==> src/rtl/core/multi_mode_morse_keyer_macros.svh <==
// ----------------------------------------------------------------------------
// Assertion macros for the Morse keyer
// Concurrent property wrappers; defining ASSERT_OFF compiles them out.
// ----------------------------------------------------------------------------
`ifndef MULTI_MODE_MORSE_KEYER_MACROS_SVH
`define MULTI_MODE_MORSE_KEYER_MACROS_SVH

`ifndef ASSERT_OFF

// Property that must hold at every clock edge outside reset.
`define MMK_ASSERT(lbl, clk, rst_n, prop) \
	lbl: assert property (@(posedge clk) disable iff (!rst_n) (prop)) \
		else $error("keyer assertion failed");

// Condition in one cycle implies a consequence in the next.
`define MMK_ASSERT_NEXT(lbl, clk, rst_n, ante, cons) \
	lbl: assert property (@(posedge clk) disable iff (!rst_n) (ante) |=> (cons)) \
		else $error("keyer assertion failed");

`else

`define MMK_ASSERT(lbl, clk, rst_n, prop)

`define MMK_ASSERT_NEXT(lbl, clk, rst_n, ante, cons)

`endif

`endif

==> src/rtl/core/mmk_pkg.sv <==
// ----------------------------------------------------------------------------
// mmk_pkg
// Mode codes, register indexes, element and opcode codes and default constants of the Morse keyer.
// ----------------------------------------------------------------------------
`timescale 1ns / 1ps

package mmk_pkg;

	localparam int QUEUE_DEPTH_DEF = 4;

	localparam logic [11:0] DIT_MS_RESET = 12'd100;

	// keyer_mode codes; 9..15 act as straight
	localparam logic [3:0] MODE_STRAIGHT   = 4'd0;
	localparam logic [3:0] MODE_BUG        = 4'd1;
	localparam logic [3:0] MODE_ELBUG      = 4'd2;
	localparam logic [3:0] MODE_SINGLE_DOT = 4'd3;
	localparam logic [3:0] MODE_ULTIMATIC  = 4'd4;
	localparam logic [3:0] MODE_IAMBIC     = 4'd5;
	localparam logic [3:0] MODE_IAMBIC_A   = 4'd6;
	localparam logic [3:0] MODE_IAMBIC_B   = 4'd7;
	localparam logic [3:0] MODE_KEYAHEAD   = 4'd8;

	// configuration register indexes
	localparam logic REG_KEYER_MODE = 1'b0;
	localparam logic REG_DIT_MS     = 1'b1;

	// paddle / relay codes
	localparam logic ELEM_DIT = 1'b0;
	localparam logic ELEM_DAH = 1'b1;

	// input opcodes
	localparam logic OP_PADDLE = 1'b0;
	localparam logic OP_TICK   = 1'b1;

endpackage

==> src/rtl/core/multi_mode_morse_keyer.sv <==
// ----------------------------------------------------------------------------
// multi_mode_morse_keyer
// Nine-mode Morse keyer: paddle events and 1 ms ticks in, relay keying out.
// Each accepted item's result is registered in the output register.
// Throughput: one item per cycle while the result register is free or drains;
//   the whole state update fits between the input port and the result register.
// Reset: arst_n clears all control state; mode goes to straight, dit to 100 ms.
// ----------------------------------------------------------------------------
`timescale 1ns / 1ps

`include "multi_mode_morse_keyer_macros.svh"

module multi_mode_morse_keyer #(
	parameter int QUEUE_DEPTH = mmk_pkg::QUEUE_DEPTH_DEF
) (
	input  logic        clk,
	input  logic        arst_n,

	// configuration write channel
	input  logic        cfg_valid,
	output logic        cfg_ready,
	input  logic        cfg_index,
	input  logic [11:0] cfg_data,

	// input items
	input  logic        s_tvalid,
	output logic        s_tready,
	input  logic [7:0]  s_tdata,   // [0] paddle, [1] pressed, [7:2] zero
	input  logic        s_tuser,   // [0] opcode

	// result items
	output logic        m_tvalid,
	input  logic        m_tready,
	output logic [7:0]  m_tdata    // [0] changed, [1] tx_on, [2] relay, [7:3] zero
);

	localparam int CW = $clog2(QUEUE_DEPTH + 1);

	// press memory: shift register of 1-bit paddle codes, front at bit 0
	typedef struct packed {
		logic [QUEUE_DEPTH-1:0] bits;
		logic [CW-1:0]          cnt;
	} mem_t;

	// ------------------------------------------------------------------
	// configuration registers
	// ------------------------------------------------------------------
	logic [3:0]  mode_q;
	logic [11:0] dit_q;
	logic        cfg_fire;
	logic        mode_wr;

	assign cfg_ready = 1'b1;
	assign cfg_fire  = cfg_valid & cfg_ready;
	assign mode_wr   = cfg_fire && (cfg_index == mmk_pkg::REG_KEYER_MODE);

	always_ff @(posedge clk or negedge arst_n) begin
		if (!arst_n) begin
			mode_q <= mmk_pkg::MODE_STRAIGHT;
			dit_q  <= mmk_pkg::DIT_MS_RESET;
		end else if (cfg_fire) begin
			unique case (cfg_index)
				mmk_pkg::REG_KEYER_MODE: mode_q <= cfg_data[3:0];
				mmk_pkg::REG_DIT_MS:     dit_q  <= cfg_data;
				default: ;
			endcase
		end
	end

	// ------------------------------------------------------------------
	// keyer state
	// ------------------------------------------------------------------
	logic [1:0]  relay_closed_q;
	logic [1:0]  paddle_down_q;
	logic        timer_armed_q;
	logic [13:0] ticks_left_q;
	logic        rep_v_q;        // repeat choice present
	logic        rep_q;
	logic        se_v_q;         // element being sent
	logic        se_q;
	logic [QUEUE_DEPTH-1:0] mem_bits_q;  // no reset: read only below the count
	logic [CW-1:0]          mem_cnt_q;

	// ------------------------------------------------------------------
	// memory helpers
	// ------------------------------------------------------------------
	function automatic mem_t mem_add(mem_t m, logic v, logic uniq);
		logic hit;
		mem_t r;
		r   = m;
		hit = 1'b0;
		for (int i = 0; i < QUEUE_DEPTH; i++) begin
			if (uniq && (CW'(i) < m.cnt) && (m.bits[i] == v))
				hit = 1'b1;
		end
		if (!hit && (m.cnt < CW'(QUEUE_DEPTH))) begin
			for (int i = 0; i < QUEUE_DEPTH; i++) begin
				if (CW'(i) == m.cnt)
					r.bits[i] = v;
			end
			r.cnt = m.cnt + 1'b1;
		end
		return r;
	endfunction

	// caller checks cnt != 0 and reads bits[0] first
	function automatic mem_t mem_pop(mem_t m);
		mem_t r;
		r.bits = m.bits >> 1;
		r.cnt  = m.cnt - 1'b1;
		return r;
	endfunction

	// ------------------------------------------------------------------
	// next-state logic for one item
	// ------------------------------------------------------------------
	logic        in_fire;
	logic        op;
	logic        key;
	logic        pr;
	logic        straight;
	logic [11:0] dit_len;
	logic [13:0] dah_len;

	logic [1:0]  rc_n;
	logic [1:0]  pd_n;
	logic        ta_n;
	logic [13:0] tl_n;
	logic        rep_v_n;
	logic        rep_n;
	logic        se_v_n;
	logic        se_n;
	mem_t        mem_n;
	logic        drv_r;
	logic        nx_v;
	logic        nx;
	logic        it_v;
	logic        it;
	logic        res_changed;
	logic        res_tx;
	logic        res_relay;

	assign op  = s_tuser;
	assign key = s_tdata[0];
	assign pr  = s_tdata[1];

	assign straight = (mode_q == mmk_pkg::MODE_STRAIGHT) || (mode_q > mmk_pkg::MODE_KEYAHEAD);
	assign dit_len  = (dit_q == 12'd0) ? 12'd1 : dit_q;
	assign dah_len  = {1'b0, dit_len, 1'b0} + {2'b00, dit_len};

	always_comb begin
		rc_n    = relay_closed_q;
		pd_n    = paddle_down_q;
		ta_n    = timer_armed_q;
		tl_n    = ticks_left_q;
		rep_v_n = rep_v_q;
		rep_n   = rep_q;
		se_v_n  = se_v_q;
		se_n    = se_q;
		mem_n   = '{bits: mem_bits_q, cnt: mem_cnt_q};
		drv_r   = 1'b0;
		nx_v    = 1'b0;
		nx      = 1'b0;
		it_v    = 1'b0;
		it      = 1'b0;

		if (op == mmk_pkg::OP_PADDLE) begin
			if (straight) begin
				rc_n[key] = pr;
				drv_r     = key;
			end else if (mode_q == mmk_pkg::MODE_BUG) begin
				// dit paddle runs the timer, dah paddle keys directly
				pd_n[key] = pr;
				if (key == mmk_pkg::ELEM_DIT) begin
					if (!timer_armed_q) begin
						ta_n = 1'b1;
						tl_n = '0;
					end
				end else begin
					rc_n[key] = pr;
					drv_r     = key;
				end
			end else begin
				if (pr) begin
					if (mode_q == mmk_pkg::MODE_KEYAHEAD)
						mem_n = mem_add(mem_n, key, 1'b0);
					else if (mode_q == mmk_pkg::MODE_ULTIMATIC ||
						mode_q == mmk_pkg::MODE_IAMBIC_B)
						mem_n = mem_add(mem_n, key, 1'b1);
					else if ((mode_q == mmk_pkg::MODE_SINGLE_DOT ||
						mode_q == mmk_pkg::MODE_IAMBIC_A) && key == mmk_pkg::ELEM_DIT)
						mem_n = mem_add(mem_n, mmk_pkg::ELEM_DIT, 1'b1);
				end
				pd_n[key] = pr;
				if (pr) begin
					rep_v_n = 1'b1;
					rep_n   = key;
					if (!timer_armed_q) begin
						ta_n = 1'b1;
						tl_n = '0;
					end
				end else begin
					// fall back to whichever paddle is still held, dit first
					rep_v_n = pd_n[0] | pd_n[1];
					rep_n   = !pd_n[0];
				end
			end
		end else if (!straight && timer_armed_q) begin
			if (ticks_left_q > 14'd1) begin
				tl_n = ticks_left_q - 14'd1;
			end else if (mode_q == mmk_pkg::MODE_BUG) begin
				// automatic dits: toggle relay 0 every dit time
				if (relay_closed_q[0]) begin
					rc_n[0] = 1'b0;
					tl_n    = {2'b00, dit_len};
				end else if (paddle_down_q[0]) begin
					rc_n[0] = 1'b1;
					tl_n    = {2'b00, dit_len};
				end else begin
					ta_n = 1'b0;
				end
			end else if (se_v_q) begin
				// element done: open relay, one dit of space
				rc_n[se_q] = 1'b0;
				drv_r      = se_q;
				se_v_n     = 1'b0;
				tl_n       = {2'b00, dit_len};
			end else begin
				// pick the next element
				unique case (mode_q) inside
					mmk_pkg::MODE_SINGLE_DOT: begin
						if (mem_n.cnt != '0) begin
							nx_v  = 1'b1;
							nx    = mem_n.bits[0];
							mem_n = mem_pop(mem_n);
						end else if (paddle_down_q[1]) begin
							nx_v = 1'b1;
							nx   = mmk_pkg::ELEM_DAH;
						end else if (paddle_down_q[0]) begin
							nx_v = 1'b1;
							nx   = mmk_pkg::ELEM_DIT;
						end
					end
					mmk_pkg::MODE_ULTIMATIC, mmk_pkg::MODE_KEYAHEAD: begin
						if (mem_n.cnt != '0) begin
							nx_v  = 1'b1;
							nx    = mem_n.bits[0];
							mem_n = mem_pop(mem_n);
						end else begin
							nx_v = (paddle_down_q != 2'b00) && rep_v_q;
							nx   = rep_q;
						end
					end
					mmk_pkg::MODE_IAMBIC: begin
						nx_v = (paddle_down_q != 2'b00) && rep_v_q;
						nx   = rep_q;
						if ((paddle_down_q == 2'b11) && rep_v_q)
							rep_n = !rep_q;
					end
					mmk_pkg::MODE_IAMBIC_A: begin
						it_v = (paddle_down_q != 2'b00) && rep_v_q;
						it   = rep_q;
						if ((paddle_down_q == 2'b11) && rep_v_q)
							rep_n = !rep_q;
						if (mem_n.cnt != '0) begin
							nx_v  = 1'b1;
							nx    = mem_n.bits[0];
							mem_n = mem_pop(mem_n);
						end else begin
							nx_v = it_v;
							nx   = it;
						end
					end
					mmk_pkg::MODE_IAMBIC_B: begin
						// held paddles enter memory first, then take the front
						if (paddle_down_q[0])
							mem_n = mem_add(mem_n, mmk_pkg::ELEM_DIT, 1'b1);
						if (paddle_down_q[1])
							mem_n = mem_add(mem_n, mmk_pkg::ELEM_DAH, 1'b1);
						if (mem_n.cnt != '0) begin
							nx_v  = 1'b1;
							nx    = mem_n.bits[0];
							mem_n = mem_pop(mem_n);
						end
					end
					default: begin
						nx_v = (paddle_down_q != 2'b00) && rep_v_q;
						nx   = rep_q;
					end
				endcase

				if (nx_v) begin
					tl_n     = nx ? dah_len : {2'b00, dit_len};
					se_v_n   = 1'b1;
					se_n     = nx;
					rc_n[nx] = 1'b1;
					drv_r    = nx;
				end else begin
					ta_n = 1'b0;
				end
			end
		end

		// at most one relay is driven per item, so a change of the OR is its doing
		res_tx      = |rc_n;
		res_changed = (|relay_closed_q) != res_tx;
		res_relay   = res_changed & drv_r;
	end

	always_ff @(posedge clk or negedge arst_n) begin
		if (!arst_n) begin
			relay_closed_q <= '0;
			paddle_down_q  <= '0;
			timer_armed_q  <= 1'b0;
			ticks_left_q   <= '0;
			rep_v_q        <= 1'b0;
			rep_q          <= 1'b0;
			se_v_q         <= 1'b0;
			se_q           <= 1'b0;
			mem_cnt_q      <= '0;
		end else if (mode_wr) begin
			// new mode starts from a clean slate
			relay_closed_q <= '0;
			paddle_down_q  <= '0;
			timer_armed_q  <= 1'b0;
			ticks_left_q   <= '0;
			rep_v_q        <= 1'b0;
			rep_q          <= 1'b0;
			se_v_q         <= 1'b0;
			se_q           <= 1'b0;
			mem_cnt_q      <= '0;
		end else if (in_fire) begin
			relay_closed_q <= rc_n;
			paddle_down_q  <= pd_n;
			timer_armed_q  <= ta_n;
			ticks_left_q   <= tl_n;
			rep_v_q        <= rep_v_n;
			rep_q          <= rep_n;
			se_v_q         <= se_v_n;
			se_q           <= se_n;
			mem_cnt_q      <= mem_n.cnt;
		end
	end

	always_ff @(posedge clk) begin
		if (in_fire)
			mem_bits_q <= mem_n.bits;
	end

	// ------------------------------------------------------------------
	// result register: takes a new item whenever the slot is empty or drains this cycle
	// ------------------------------------------------------------------
	logic       m_valid_q;
	logic [2:0] m_data_q;

	assign s_tready = !m_valid_q || m_tready;
	assign in_fire  = s_tvalid && s_tready;
	assign m_tvalid = m_valid_q;
	assign m_tdata  = {5'b00000, m_data_q};

	always_ff @(posedge clk or negedge arst_n) begin
		if (!arst_n)
			m_valid_q <= 1'b0;
		else if (in_fire)
			m_valid_q <= 1'b1;
		else if (m_tready)
			m_valid_q <= 1'b0;
	end

	always_ff @(posedge clk) begin
		if (in_fire)
			m_data_q <= {res_relay, res_tx, res_changed};
	end

	// ------------------------------------------------------------------
	// assertions
	// ------------------------------------------------------------------
	`MMK_ASSERT(a_mem_bound, clk, arst_n, mem_cnt_q <= CW'(QUEUE_DEPTH))
	`MMK_ASSERT(a_elem_keyed, clk, arst_n, !se_v_q || (relay_closed_q[se_q] && timer_armed_q))
	`MMK_ASSERT(a_straight_idle, clk, arst_n, !straight || !timer_armed_q)
	`MMK_ASSERT_NEXT(a_tx_level, clk, arst_n, in_fire && !mode_wr, m_tdata[1] == (|relay_closed_q))

endmodule
==> config.mk <==
export PLATFORM = sky130hd
export DESIGN_NAME = multi_mode_morse_keyer
export DESIGN_NICKNAME = d
export VERILOG_FILES = /design/src/rtl/core/mmk_pkg.sv /design/src/rtl/core/multi_mode_morse_keyer.sv
export VERILOG_INCLUDE_DIRS = /design/src /design/src/rtl/core
export SDC_FILE = /design/constraint.sdc
export NUM_CORES = 1
export LEC_CHECK = 0
export ABC_AREA = 1
export BUFFER_PORTS_ARGS = -buffer_cell sky130_fd_sc_hd__buf_2
export CAP_MARGIN = 20
export CORE_ASPECT_RATIO = 1.2
export CORE_MARGIN = 2
export CORE_UTILIZATION = 55
export CTS_BUF_LIST = sky130_fd_sc_hd__clkbuf_8
export DETAILED_ROUTE_END_ITERATION = 16
export HOLD_SLACK_MARGIN = 0.15
export PLACE_DENSITY = 0.83
export SKIP_LAST_GASP = 1
export SLEW_MARGIN = 20
export SYNTH_ARGS = -nofsm -noshare
export SYNTH_HDL_FRONTEND = slang
export SYNTH_SLANG_ARGS = --single-unit
==> constraint.sdc <==
create_clock -name clk -period 3.33 [get_ports clk]
set_clock_uncertainty 0.2 [all_clocks]
set_input_delay 0 -clock clk [delete_from_list [all_inputs] [get_ports clk]]
set_output_delay 0 -clock clk [all_outputs]
set_load 0.005 [all_outputs]
# Yosys cells after proc, flatten, opt, wreduce, memory -nomap -nowiden
# Index checks and enable logic that the tools add are counted.
dict set report op_classes {
  order_cmp 18
  eq_ne 53
  div 0
  muxes 208
  shifts 0
  reduce_logical 72
  n_addsub 6
  multipliers 0
  bitwise 11
}
# operator count
set ops {}
lappend ops {{two-way mux 14 bit} 16}
lappend ops {{two-way mux 7 bit} 32}
lappend ops {{two-way mux 1 bit} 135}
lappend ops {{two-way mux 2 bit} 14}
lappend ops {{AND reduction 14 bit} 2}
lappend ops {{logical AND 1 bit} 25}
lappend ops {{!= test 4 x 2 -> 1 bit, second input constant} 5}
lappend ops {{!= test 4 bit, second input constant} 5}
lappend ops {{!= test 2 bit, second input constant} 9}
lappend ops {{!= test 3 bit, second input constant} 6}
lappend ops {{equality test 4 x 3 -> 1 bit, second input constant} 4}
lappend ops {{adder 13 x 12 -> 14 bit} 1}
lappend ops {{> comparator 14 x 1 -> 1 bit, second input constant} 1}
lappend ops {{one-hot mux 7 bit (2 select lines)} 1}
lappend ops {{AND reduction 7 bit} 2}
lappend ops {{nonzero test 2 bit} 7}
lappend ops {{subtractor 14 x 1 -> 14 bit, second input constant} 1}
lappend ops {{equality test 2 x 3 -> 1 bit, first input constant} 4}
lappend ops {{zero test 12 bit} 1}
lappend ops {{< comparator 1 x 3 -> 1 bit, first input constant} 4}
lappend ops {{< comparator 2 x 3 -> 1 bit, first input constant} 4}
lappend ops {{two-way mux 12 bit} 1}
lappend ops {{nonzero test 4 bit} 3}
lappend ops {{AND reduction 10 bit} 1}
lappend ops {{other kinds (45)} 84}
dict set report totals {
  latchBits 0
  word_cells 382
  romBits 0
  regBits 50
  ramBits 0
  memories 0
}

# Logic depth before layout (Yosys ltp)
# Gate-level depths: netlist of run 1.
dict set report depth {
  word_depth 68
  depth_mapped 30
  mapped_depth_nobuf 30
}

# Worst setup path after synthesis of run 1
# OpenSTA, ideal clock, no wires.
dict set report synth_timing {
  kind {reg-to-reg}
  from {register mem_cnt_q[0]}
  to {register m_data_q[2] (data pin)}
  t_arrival_ns 3.104
  path_stages_with_launch 27
  n_path_buf 0
  path_slack_ns -0.231
  cell_sequence {dfrtp_1 -> inv_1 -> ha_1 -> inv_1 -> nand4_1 -> nand2_1 -> inv_1 -> nand3_1 -> nand3_1 -> a21oi_2 -> nand2_2 -> o21ai_1 -> inv_1 -> ha_1 -> ha_1 -> nor2_1 -> nand3_1 -> nand2_1 -> nand2_2 -> nand2_1 -> nand2_1 -> nand2_1 -> nand2_1 -> nand2_1 -> nand4_1 -> nand2_1 -> nor2_1}
}
dict set report synth_between {
  elab_chain_cells 68
  word_cells_on_any_way 114
}
# element line
set synth_rtl {}
lappend synth_rtl {{from (decl)} multi_mode_morse_keyer.sv:82} ;# logic [CW-1:0] mem_cnt_q;
lappend synth_rtl {{from (signal assigned)} multi_mode_morse_keyer.sv:341} ;# mem_cnt_q <= mem_n.cnt;
lappend synth_rtl {{< comparator 1 x 3 -> 1 bit} multi_mode_morse_keyer.sv:93} ;# if (uniq && (CW'(i) < m.cnt) && (m.bits[i] == v))
lappend synth_rtl {{logical AND 1 bit} multi_mode_morse_keyer.sv:93}
lappend synth_rtl {{two-way mux 1 bit (4 in a row)} multi_mode_morse_keyer.sv:93}
lappend synth_rtl {{two-way mux 1 bit} multi_mode_morse_keyer.sv:276} ;# if (paddle_down_q[0])
lappend synth_rtl {{two-way mux 1 bit} multi_mode_morse_keyer.sv:230} ;# unique case (mode_q) inside
lappend synth_rtl {{two-way mux 1 bit} multi_mode_morse_keyer.sv:222} ;# end else if (se_v_q) begin
lappend synth_rtl {{two-way mux 1 bit} multi_mode_morse_keyer.sv:211} ;# end else if (mode_q == mmk_pkg::MODE_BUG) begin
lappend synth_rtl {{two-way mux 1 bit} multi_mode_morse_keyer.sv:209} ;# if (ticks_left_q > 14'd1) begin
lappend synth_rtl {{(+50 left out)} n/a}
lappend synth_rtl {{two-way mux 1 bit} multi_mode_morse_keyer.sv:211}
lappend synth_rtl {{two-way mux 2 bit} multi_mode_morse_keyer.sv:209}
lappend synth_rtl {{two-way mux 2 bit} multi_mode_morse_keyer.sv:208} ;# end else if (!straight && timer_armed_q) begin
lappend synth_rtl {{two-way mux 2 bit} multi_mode_morse_keyer.sv:167} ;# if (op == mmk_pkg::OP_PADDLE) begin
lappend synth_rtl {{OR reduction 2 bit} multi_mode_morse_keyer.sv:305} ;# res_tx = |rc_n;
lappend synth_rtl {{!= test 1 bit} multi_mode_morse_keyer.sv:306} ;# res_changed = (|relay_closed_q) != res_tx;
lappend synth_rtl {{bitwise AND 1 bit *} multi_mode_morse_keyer.sv:307} ;# res_relay = res_changed & drv_r;
lappend synth_rtl {{via res_relay} multi_mode_morse_keyer.sv:141} ;# logic res_relay;
lappend synth_rtl {{to (signal assigned)} multi_mode_morse_keyer.sv:372} ;# m_data_q <= {res_relay, res_tx, res_changed};
lappend synth_rtl {{to (decl)} multi_mode_morse_keyer.sv:354} ;# logic [2:0] m_data_q;
# The timed path passes the listed nets; every way through them passes the cells marked *. The select of a mux whose other input is x is not followed.
# A chain may end at the register's enable or synchronous reset.

# Final worst setup path of run 1
dict set report layout_timing {
  from {register mem_cnt_q[1]}
  to {register ticks_left_q[13]}
}
dict set report layout_between {
  elab_chain_cells 63
  word_cells_on_any_way 103
}
# element line
set layout_rtl {}
lappend layout_rtl {{< comparator 1 x 3 -> 1 bit} multi_mode_morse_keyer.sv:93}
lappend layout_rtl {{logical AND 1 bit} multi_mode_morse_keyer.sv:93}
lappend layout_rtl {{two-way mux 1 bit (4 in a row)} multi_mode_morse_keyer.sv:93}
lappend layout_rtl {{two-way mux 1 bit} multi_mode_morse_keyer.sv:276}
lappend layout_rtl {{two-way mux 1 bit} multi_mode_morse_keyer.sv:230}
lappend layout_rtl {{two-way mux 1 bit} multi_mode_morse_keyer.sv:222}
lappend layout_rtl {{two-way mux 1 bit} multi_mode_morse_keyer.sv:211}
lappend layout_rtl {{two-way mux 1 bit} multi_mode_morse_keyer.sv:209}
lappend layout_rtl {{(+44 left out)} n/a}
lappend layout_rtl {{two-way mux 14 bit} multi_mode_morse_keyer.sv:292} ;# if (nx_v) begin
lappend layout_rtl {{two-way mux 14 bit} multi_mode_morse_keyer.sv:222}
lappend layout_rtl {{two-way mux 14 bit} multi_mode_morse_keyer.sv:211}
lappend layout_rtl {{two-way mux 14 bit} multi_mode_morse_keyer.sv:209}
lappend layout_rtl {{two-way mux 14 bit} multi_mode_morse_keyer.sv:208}
lappend layout_rtl {{two-way mux 14 bit} multi_mode_morse_keyer.sv:167}
lappend layout_rtl {{two-way mux 14 bit} multi_mode_morse_keyer.sv:332} ;# end else if (in_fire) begin
lappend layout_rtl {{two-way mux 14 bit} multi_mode_morse_keyer.sv:321} ;# end else if (mode_wr) begin
lappend layout_rtl {{to (signal assigned)} multi_mode_morse_keyer.sv:336} ;# ticks_left_q <= tl_n;
lappend layout_rtl {{to (decl)} multi_mode_morse_keyer.sv:76} ;# logic [13:0] ticks_left_q;
# Parallel ways exist; a longest one is shown, timed or not. The select of a mux whose other input is x is not followed.

==> run metrics, run 1 <==
status complete, but fails checks; failing checks setup timing; Synth Cell Area between 0.004 and 0.005 mm^2; Port Buffers 25; io pins 38; startpoint types flop; clock net sink count 50; filler-free cell count of the finished design 908; largest net degree at the start of global routing 44; DR vias between 5000 and 6000; top-area cell type share of the netlist area 0.220; sequential share of the synthesized area 0.284; slowest stage delay, CP roughly 0.46 ns; initial core utilization 0.563; FMAX 280 MHz; fin crit share 1.07; diode count 0; type of the worst setup path reg -> reg; # fillers a little under 600; Hold Violations, Final 0; Area Growth Syn to Fin 33.9%; hold path endpoint dit_q[4]; Slew Viols, Final 0; vias in the first global route roughly 5400; worst hold start cfg_data[4]; Die H 104 um; Leak 2.93 nW; TritonCTS buffer count 5; H-tree levels 2; clock buffer depth 2; CTS root buf clkbuf_8; peak supply drop between 0.0006 and 0.0007 V; global placement routability congestion 0.989; Slew HR 0.511; Synth cell types 51; Die X 86.9 um; syn_area_per_cell around 6.7 um^2; GR peak layer met2; Worst-Skew Late Latency approximately 0.32 ns; Hold Path Class in -> reg; worst slack, placed -0.285 ns; RSZ-0062 raised after global routing true; EDFF count, synth 7; critical-path cell list buf_4 > buf_4 > ha_1 > inv_1 > o21ai_1 > o21ai_1 > nand3_2 > nand3_2 > a21oi_2 > nand2_2 > o21ai_2 > inv_2 > ha_4 > ha_4 > o21ai_2 > o21ai_2 > buf_4 > nand4_1 > nand2_2 > nor2_4 > buf_12 > nand3_2 > o21ai_1; Iteration-0 DRC Markers between 300 and 400; number of cells after detailed placement between 800 and 900; Total GRT Usage 0.324; CTS tree yes; Gate Count Post-Synth just under 700; reg2reg setup slack -0.24 ns; share of layout cells above drive strength 1 0.267; Via-to-Cell Ratio 5.83; routed len/inst 16.2 um; initial antenna violation count 0; DP HPWL 10.0 mm; final net count 868; Storage cell area 0.00129 mm^2; Final min period between 3 and 4 ns; final setup vio count 19; Hold Path Stages 4; global-route wire length before repair about 24 mm; Yosys reg bits 50; Core Rows 36; slowest cell on the critical path dfrtp_2; worst setup margin -0.238 ns; M1 GR Usage 0.357; ys async rst share 0.860; Pwr per Cell Area just under 700 mW/mm^2; Detail Route Antenna Nets 0; die area about 0.0090 mm^2; WP data arrival 3.61 ns; Tot Pwr around 4.2 mW; area occupied by multi-input gates just over 0.003 mm^2; DR pass1 iterations 7; Max-cap violations 0; Placeable Area between 0.008 and 0.009 mm^2; R2R cell count 23; DRT Wirelength about 15 mm; CTS clk-pin slew, worst paths approximately 0.09 ns; CP Data Required Time roughly 3.4 ns; largest area contributor in the netlist dfrtp_1; Synth area leaders dfrtp_1 (22%), nand2_1 (11%), inv_1 (8.3%); Synth Flop Type dfrtp_1; worst-margin pin slew 0.731 ns; Worst Path Max Fanout 5; GR Overflow Total 0; type of destination of the critical path flop; reg-to-reg startpoint mem_cnt_q[1]; routing usage on met3 0.0478; DRC Markers 0; reg2reg end ticks_left_q[13]; Ys Warns 0; GR Util met2 0.572; final core utilization 0.754
## cell usage after synthesis (3+ instances only)
library cell,n
buf_4,7
nand2_1,133
ha_1,28
o21ai_1,24
xor2_1,9
o31ai_1,3
inv_1,101
clkbuf_1,8
nor2_2,6
a31oi_1,3
o21ai_0,54
nand3_1,45
nand3_2,3
a21oi_1,38
dfstp_2,3
edfxtp_1,7
nand2_2,6
dfrtp_1,40
xnor2_1,5
o211ai_1,12
nor2_1,73
inv_2,10
nor3_1,10
nand4_1,8
o22ai_1,4
nor2_4,3
## worst max path at each step
| stage | start | to | slack (ns) | cells after the start |
|---|---|---|---|---|
| floorplan | mem_cnt_q[1] | m_data_q[2] | 0.01 | 26 |
| global placement | mem_cnt_q[1] | m_data_q[2] | -0.10 | 22 |
| detailed placement | mem_cnt_q[1] | m_data_q[2] | -0.29 | 26 |
| CTS | mem_cnt_q[1] | m_data_q[1] | -0.07 | 27 |
| global route | mem_cnt_q[1] | ticks_left_q[13] | -0.40 | 23 |
| finish | mem_cnt_q[1] | ticks_left_q[13] | -0.24 | 23 |
## kinds of logic after synthesis
kind of cell | Yosys count | share of synthesized area
other | 2 | 0.00165
adder cells (fa/ha/maj) | 29 | 0.0816
XOR/XNOR | 14 | 0.0270
AO/OA/AOI/OAI | 159 | 0.205
AND/OR/NAND/NOR | 293 | 0.284
flip-flops | 50 | 0.284
buffers and inverters | 131 | 0.116
## cells in the final DEF, fill, tap and decap left out, drive strengths merged, types with 9 or more instances in the layout
cell and n:
a21oi 40, buf 108, dfrtp 40, dlygate4sd3 33
ha 28, inv 111, nand2 139, nand3 48
nand4 9, nor2 82, nor3 10, o211ai 12
o21ai 78, xor2 9
## through the flow
stage               TNS (ns)  hold WS, ns  instance area (um^2)
floorplan                  0       -0.496                  4580
global placement      -0.655      0.00544                  5180
detailed placement     -3.96       0.0257                  5180
CTS                   -0.417        0.212                  5860
global route           -7.44        0.294                  6080
finish                 -3.24        0.270                  6080
## flip-flops by register name, indices dropped and copies added, names as in the netlist
name and count:
m_tvalid 1, timer_armed_q 1, m_data_q 3, mem_cnt_q 3, paddle_down_q 2, se_v_q 1
se_q 1, relay_closed_q 2, mem_bits_q 4, ticks_left_q 14, rep_q 1, mode_q 4
dit_q 12, rep_v_q 1
## where the power goes
group | leakage [nW] | switching, mW | internal (mW)
clock | 0.0579 | 0.228 | 0.222
sequential | 0.592 | 0.136 | 0.770
combinational | 2.28 | 1.63 | 1.17
total | 2.93 | 1.99 | 2.16
## worst max-delay path, delay by kind of cell (launching register included)
family	cells	cell delay, ns
AO/OA/AOI/OAI	7	0.91
AND/OR/NAND/NOR	7	0.76
buffers and inverters	6	0.67
adder cells (fa/ha/maj)	3	0.48
flip-flops	1	0.46
## routing by layer
layer | routed length (um) | share of wire
met4 | 892 | 0.061
met3 | 927 | 0.063
met5 | 0 | 0
met1 | 5220 | 0.35
met2 | 7670 | 0.52
## cell type report
class	count	share of cell area
Inverter	113	0.0710
Timing Repair Buffer	141	0.182
Clock buffer	5	0.0113
Clock inverter	3	0.00659
Tap cell	95	0.0196
Multi-Input combinational cell	501	0.496
Sequential cell	50	0.213
## what timing repair did
| action | 4_1_cts | 5_1_grt |
|---|---|---|
| gates resized for setup | 38 | 41 |
| endpoints found under the setup margin | 19 | 28 |
| buffers inserted | 15 | 9 |
| hold buffers | 32 | 1 |
| hold endpoints to repair | 74 | 40 |
| pin swaps | 15 | 16 |
Power figures use the tool's default switching activity.
==> inputs of run 2 (changes only) <==
--- a/config.mk
+++ b/config.mk
@@ -6,8 +6,7 @@
 export SDC_FILE = /design/constraint.sdc
 export NUM_CORES = 1
 export LEC_CHECK = 0
-export ABC_AREA = 1
-export BUFFER_PORTS_ARGS = -buffer_cell sky130_fd_sc_hd__buf_2
+export BUFFER_PORTS_ARGS = -buffer_cell sky130_fd_sc_hd__buf_4
 export CAP_MARGIN = 20
 export CORE_ASPECT_RATIO = 1.2
 export CORE_MARGIN = 2
==> run 2 against run 1 <==
  * The flow still finishes with violations (setup timing)
  * Synthesized cell count fell by 16%
  * Design area grew 8.8%
  * Highest routed layer unchanged
  * Power increased by 8.9%
  * Clock-buffer cell count is the same
  * Hold slack lost 0.017 ns
  * Critical path depth down 6
  * Clock power rose by 3%
  * Global-route usage increased by 1.7 points
  * First-iteration DRC count is 34% higher
  * Cell count down 8.5%
  * Via count increased by 0.26%
  * Largest power group unchanged
  * Synthesized area is 2.5% higher
==> run metrics, run 2 <==
DRT Wirelength 16.2 mm (+10%); Die X 88.0 um (+1.2%); initial core utilization 0.571 (+0.00790); global placement routability congestion 0.928 (-6.2%); Clk pwr share 0.102 (-0.006); R2R cell count 17 (-26%); Gate Count Post-Synth 567 (-16%); sequential share of the synthesized area 0.277 (-0.00702); vias in the first global route 5333 (-0.60%); largest registers ticks_left_q x14, dit_q x12; reg2reg end m_data_q[2]; Post-synth top cells nor2_1 (61), nand2_1 (49), dfrtp_1 (40), a21oi_1 (38), o21ai_0 (35); Worst-Skew Late Latency 0.32 ns (about the same); Slew Viols, Final 0 (unchanged); Port Buffers 25 (unchanged); ys async rst share 0.860 (unchanged); final setup vio count 28 (+9); Die H 105 um (+1.2%); Total GRT Usage 0.341 (+0.0174); Hold Path Stages 3 (-1); global-route wire length before repair 25.1 mm (+5.9%); Core Rows 36 (unchanged); Pwr per Cell Area 684 mW/mm^2 (+0.17%); reg2reg setup slack -0.81 ns (-0.57 ns); final setup TNS -15.33 ns (-12.09 ns); TritonCTS buffer count 5 (unchanged); peak supply drop 0.000364 V (-40%); number of cells after detailed placement 781 (-7.5%); final net count 772 (-11%); top-area cell type share of the netlist area 0.215 (-0.00545); DR pass1 iterations 7 (unchanged); Max-cap violations 0 (unchanged); final hold slack 0.253 ns (-0.0169 ns); Synth Flop Type dfrtp_1; EDFF count, synth 7 (unchanged); NetSw 2.06 mW (+3.2%); WP data arrival 4.00 ns (+0.39 ns); diode count 0 (unchanged); Area Growth Syn to Fin 42.0%; CTS clk-pin slew, worst paths 0.11 ns (+0.02 ns); reg-to-reg startpoint mem_cnt_q[1]; initial antenna violation count 0 (unchanged); final core utilization 0.811 (+0.0570); largest net degree at the start of global routing 41 (-6.8%); die area 0.00922 mm^2 (+2.4%); Final min period 4.14 ns (+0.567 ns); filler-free cell count of the finished design 831 (-8.5%); FMAX 242 MHz (-14%); cell internal pwr 2.47 mW (+14%); GR Overflow Total 0 (unchanged); io pins 38 (unchanged); Hold Path Class in -> reg; Placeable Area 0.00815 mm^2 (+1.1%); worst setup margin -0.806 ns (-0.567 ns); Finished Cell Area 0.00661 mm^2 (+8.8%); Reg power frac 0.206 (-0.012); type of the worst setup path reg -> reg; DP HPWL 10.8 mm (+7.3%); Via-to-Cell Ratio 6.39 (+9.6%); largest area contributor in the netlist dfrtp_1; DR vias 5310 (+0.26%); Yosys reg bits 50 (unchanged); RSZ-0062 raised after global routing true; worst slack, placed -0.693 ns (-0.407 ns); combinational fraction of design power 0.692 (+0.018); number of flip-flops in the largest register 14 (unchanged); type of destination of the critical path flop; CTS tree yes; clock net sink count 50 (unchanged); CTS root buf clkbuf_8; startpoint types flop; share of layout cells above drive strength 1 0.336 (+0.0692); top-count cell post-synth nor2_1; failing checks setup timing; H-tree levels 2 (unchanged); Leak 2.86 nW (-2.5%); Hold Violations, Final 0 (unchanged); Biggest register ticks_left_q; commonest non-fill, non-tap cell in the layout buf_4; Tot Pwr 4.52 mW (+8.9%); Detail Route Antenna Nets 0 (unchanged); clock buffer depth 2 (unchanged); worst hold start cfg_data[6]; Worst Path Max Fanout 5 (unchanged); syn_area_per_cell 8.21 um^2 (+23%); Switching Share 0.455 (-0.0255); hold path endpoint dit_q[6]; Ys Warns 0 (unchanged); Synth area leaders dfrtp_1 (21%), ha_1 (7.5%), nor2_1 (4.9%); fin crit share 1.24 (+0.170); Synth cell types 85 (+67%); DRC Markers 0 (unchanged); Iteration-0 DRC Markers 487 (+34%); commonest non-fill, non-tap cells in the layout buf_4 (125), nor2_1 (57), nand2_1 (47), dfrtp_1 (40), dlygate4sd3_1 (32); routed len/inst 19.5 um (+20%); CP Data Required Time 3.19 ns (-0.19 ns); Slew HR 0.572 (+0.0607); worst-margin pin slew 0.634 ns (-0.0966 ns); status complete, but fails checks; Placed Area 0.00580 mm^2 (+12%); Synth Cell Area 0.00466 mm^2 (+2.5%)
[run 2: cell count changes in the layout (fill, tap and decap cells not counted), sizes merged, moves of 9 or more]
| cell | delta |
|---|---|
| nor2 | -20 |
| xnor2 | +9 |
| mux2i | +14 |
| nand3 | -26 |
| o21ai | -41 |
| inv | -76 |
| nand2 | -90 |
| buf | +30 |
| mux2 | +13 |
[run 2: per-layer routing]
| layer | track usage | routed length (um) | vias up |
|---|---|---|---|
| met5 | 0 | 0 | - |
| met4 | 0.185 | 922 | 0 |
| met2 | 0.600 | 8540 | 327 |
| met1 | 0.380 | 5660 | 2519 |
| li1 | - | - | 2365 |
| met3 | 0.0600 | 1070 | 99 |
[run 2: power groups by stage]
stage	Sequential [mW]	Clock (mW)	Combinational, mW
2_1_floorplan	0.879	0	1.71
3_3_place_gp	0.913	0	2.51
3_5_place_dp	0.928	0	2.60
4_1_cts	0.917	0.457	2.76
5_1_grt	0.949	0.487	3.34
6_report	0.930	0.462	3.13
[run 2: area by class of cell]
class	instances	area, um^2
fillers	482	1540
inverters	35	141
clock buffers	5	68.8
well taps	114	143
flip-flops and latches	50	1290
repair buffers	170	1440
clock inverters	3	43.8
multi-input cells	454	3490
[run 2: how the worst max path moves through the flow]
stage	depth (start not counted)	end	slack [ns]	from
5_1_grt	19	m_data_q[0]	-0.90	mem_cnt_q[1]
2_1_floorplan	17	m_data_q[0]	-0.82	mem_cnt_q[1]
4_1_cts	16	m_data_q[0]	-0.69	mem_cnt_q[1]
3_5_place_dp	16	m_data_q[0]	-0.69	mem_cnt_q[1]
6_report	17	m_data_q[2]	-0.81	mem_cnt_q[1]
3_3_place_gp	16	m_data_q[0]	-0.63	mem_cnt_q[2]
[run 2: logic make-up (layout without fill, tap and decap cells)]
kind of cell | Yosys count | after routing | synth area share
XOR/XNOR | 16 | 16 | 0.0301
multiplexers | 27 | 27 | 0.0615
AO/OA/AOI/OAI | 171 | 171 | 0.263
buffers and inverters | 68 | 213 | 0.0658
other | 2 | 6 | 0.00161
adder cells (fa/ha/maj) | 29 | 29 | 0.0795
flip-flops | 50 | 50 | 0.277
AND/OR/NAND/NOR | 204 | 205 | 0.221
[run 2: worst max-delay path, stage by stage (launching register included)]
cell and delay (ns):
dfrtp_1 0.43, or3b_4 0.41, o311a_4 0.16, or4_4 0.43, and3b_4 0.23, a21oi_4 0.18
nor2b_4 0.06, or2_4 0.24, ha_4 0.17, ha_4 0.19, nor3_4 0.16, nand4b_4 0.17
a31oi_4 0.22, a41o_1 0.27, nor2_4 0.06, buf_4 0.13, nand3_2 0.07, o21ai_0 0.10
[run 2: what timing repair did]
item                                    in CTS  in global routing
pin swaps                                   21                 22
hold endpoints to repair                    81                  0
resized for setup                           28                 45
cloned                                       1                  0
endpoints found under the setup margin      26                 29
buffers inserted                             3                  7
hold buffers                                33                  0
==> inputs of run 3 (changes only) <==
--- a/config.mk
+++ b/config.mk
@@ -11,7 +11,6 @@
 export CORE_ASPECT_RATIO = 1.2
 export CORE_MARGIN = 2
 export CORE_UTILIZATION = 55
-export CTS_BUF_LIST = sky130_fd_sc_hd__clkbuf_8
 export DETAILED_ROUTE_END_ITERATION = 16
 export HOLD_SLACK_MARGIN = 0.15
 export PLACE_DENSITY = 0.83
@@ -20,3 +19,4 @@
 export SYNTH_ARGS = -nofsm -noshare
 export SYNTH_HDL_FRONTEND = slang
 export SYNTH_SLANG_ARGS = --single-unit
+export TNS_END_PERCENT = 50
==> run 3 against run 2 <==
  * The flow still finishes with violations (setup timing)
  * Via count decreased by 2.5%
  * Design area shrank 2.3%
  * Sequential cell count is the same
  * Wire length fell by 5.1%
  * Critical path type unchanged
  * Largest power group unchanged
  * Clock power down 2%
  * Hold slack lost 0.012 ns
  * Sequential share of layout area grew 0.47 points
  * First-iteration DRC count is 23% lower
  * Critical endpoint is now ticks_left_q[1]
  * Clock-buffer cell count up 1
==> run metrics, run 3 (synthesis results as in run 2) <==
Max-cap violations 0 (unchanged); fin crit share 1.24 (-0.00197); Total GRT Usage 0.339 (-0.00215); Pwr per Cell Area 671 mW/mm^2 (-2.0%); clock net sink count 50 (unchanged); diode count 0 (unchanged); wl on met1 5.40 mm (-4.6%); crit path launch mem_cnt_q[1]; Clk pwr share 0.105 (+0.003); global-route wire length before repair 25.0 mm (-0.39%); Worst-Skew Late Latency 0.33 ns (about the same); FMAX 242 MHz (+0.16%); number of flip-flops in the largest register 14 (unchanged); Core Rows 36 (unchanged); TritonCTS buffer count 5 (unchanged); number of cells after detailed placement 776 (-0.64%); Biggest register ticks_left_q; CTS root buf clkbuf_8; commonest non-fill, non-tap cell in the layout buf_4; clock buffer depth 2 (unchanged); met3 wire len 986 um (-7.6%); Placed Area 0.00576 mm^2 (-0.65%); final hold slack 0.241 ns (-0.0124 ns); DP HPWL 10.7 mm (-0.22%); vias in the first global route 5310 (-0.43%); cell internal pwr 2.36 mW (-4.5%); startpoint types flop; largest net degree at the start of global routing 41 (unchanged); worst setup margin -0.799 ns (+0.00655 ns); status complete, but fails checks; Slew Viols, Final 0 (unchanged); Switching Share 0.456 (+0.00166); io pins 38 (unchanged); DR pass1 iterations 7 (unchanged); final net count 771 (-0.13%); reg-to-reg startpoint mem_cnt_q[1]; worst hold start cfg_data[7]; Finished Cell Area 0.00646 mm^2 (-2.3%); final setup TNS -14.42 ns (+0.906 ns); Highest Signal Layer met4; Reg power frac 0.213 (+0.007); slowest cell on the critical path dfrtp_2; Hold Violations, Final 0 (unchanged); CTS tree yes; DR vias 5179 (-2.5%); worst-margin pin slew 0.707 ns (+0.0727 ns); Placeable Area 0.00815 mm^2 (unchanged); initial core utilization 0.571 (unchanged); Via-to-Cell Ratio 6.24 (-2.3%); Leak 2.84 nW (-0.59%); Port Buffers 25 (unchanged); largest registers ticks_left_q x14, dit_q x12; Slew HR 0.522 (-0.0496); Tot Pwr 4.33 mW (-4.2%); routed len/inst 18.5 um (-5.0%); Die H 105 um (unchanged); failing checks setup timing; slowest stage delay, CP 0.45 ns (+0.02 ns); global placement routability congestion 0.927 (-0.11%); Worst Path Max Fanout 7 (+2); type of the worst setup path reg -> reg; GR Overflow Total 0 (unchanged); # fillers 491 (+1.9%); combinational fraction of design power 0.682 (-0.010); type of destination of the critical path flop; final setup vio count 28 (unchanged); Hold Path Class in -> reg; DRT Wirelength 15.4 mm (-5.1%); CTS clk-pin slew, worst paths 0.11 ns (about the same); Die X 88.0 um (unchanged); critical-path cell list or3b_4 > o311a_4 > or4_4 > and3b_4 > a21oi_4 > nor2b_4 > or2_4 > ha_4 > ha_4 > buf_4 > a2bb2oi_4 > o21ba_4 > o31ai_4 > buf_6 > buf_6 > nor4_1 > a21oi_1 > o21ai_0; CP Data Required Time 3.36 ns (+0.17 ns); met2 wire len 8.05 mm (-5.8%); share of layout cells above drive strength 1 0.318 (-0.0177); peak supply drop 0.000369 V (+1.5%); filler-free cell count of the finished design 830 (-0.12%); die area 0.00922 mm^2 (unchanged); DRC Markers 0 (unchanged); Iteration-0 DRC Markers 374 (-23%); commonest non-fill, non-tap cells in the layout buf_4 (133), nor2_1 (57), nand2_1 (47), dfrtp_1 (39), inv_1 (32); WP data arrival 4.16 ns (+0.16 ns); RSZ-0062 raised after global routing true; Final min period 4.13 ns (-0.00655 ns); NetSw 1.98 mW (-3.8%); Area Growth Syn to Fin 38.8%; Detail Route Antenna Nets 0 (unchanged); initial antenna violation count 0 (unchanged); H-tree levels 2 (unchanged)
==> run 3: cell types whose count changed in the layout (fill, tap and decap cells not counted), sizes merged <==
cell         previous run  this run
buf                   138       139
bufinv                  1         0
clkbuf                  5         6
clkinv                  2         1
dlygate4sd3            32        31
inv                    35        36
nand3                  22        21
==> run 3: layer usage <==
metal	track usage	vias up
met5	0	-
met4	0.173	0
met3	0.0474	95
met2	0.602	302
met1	0.385	2437
li1	-	2345
==> run 3: through the flow <==
step | utilization | setup WS, ns
2_1_floorplan | - | -0.824
3_3_place_gp | 0.707 | -0.674
3_5_place_dp | 0.707 | -0.735
4_1_cts | 0.771 | -0.691
5_1_grt | 0.793 | -0.920
6_report | 0.793 | -0.799
==> run 3: what timing repair did <==
| action | CTS | global route |
|---|---|---|
| gates resized for setup | 12 | 30 |
| setup buffers | 3 | 10 |
| cloned | 0 | 1 |
| hold endpoints to repair | 81 | 0 |
| setup endpoints to repair | 28 | 29 |
| hold buffers | 32 | 0 |
| pin swaps | 6 | 17 |
==> run 3: worst paths after layout <==
| path | depth (start not counted) | slack (ns) | endpoint |
|---|---|---|---|
| setup / recovery | 18 | -0.80 | ticks_left_q[1] |
| hold / removal | 3 | 0.24 | dit_q[7] |
| min in group asynchronous | 3 | 0.51 | dit_q[6] |
| setup reg to reg | 18 | -0.80 | ticks_left_q[1] |
| max in group asynchronous | 4 | 2.18 | mem_cnt_q[1] |
| hold reg to reg | 2 | 0.37 | ticks_left_q[9] |
==> run 3: power groups by stage <==
stage / combinational (mW) / clock, mW / sequential, mW
after floorplan: 1.71 / 0 / 0.879
after global placement: 2.50 / 0 / 0.911
after detailed placement: 2.58 / 0 / 0.924
after CTS: 2.71 / 0.446 / 0.914
after global routing: 3.19 / 0.482 / 0.944
final: 2.96 / 0.453 / 0.925
==> run 3: critical path, delay by kind of cell, from the launching register on <==
kind,cells,cell delay (ns)
AND/OR/NAND/NOR,6,1.66
AO/OA/AOI/OAI,7,0.93
adder cells (fa/ha/maj),2,0.36
buffers and inverters,3,0.44
flip-flops,1,0.45
==> run 3: cell type report <==
cell class                 instances  area, um^2  area share
clock inverter                     2        17.5     0.00271
sequential                        50        1290       0.200
timing repair buffer             170        1400       0.217
tap                              114         143      0.0221
inverter                          35         131      0.0203
multi-input combinational        453        3380       0.524
clock buffer                       6        93.8      0.0145
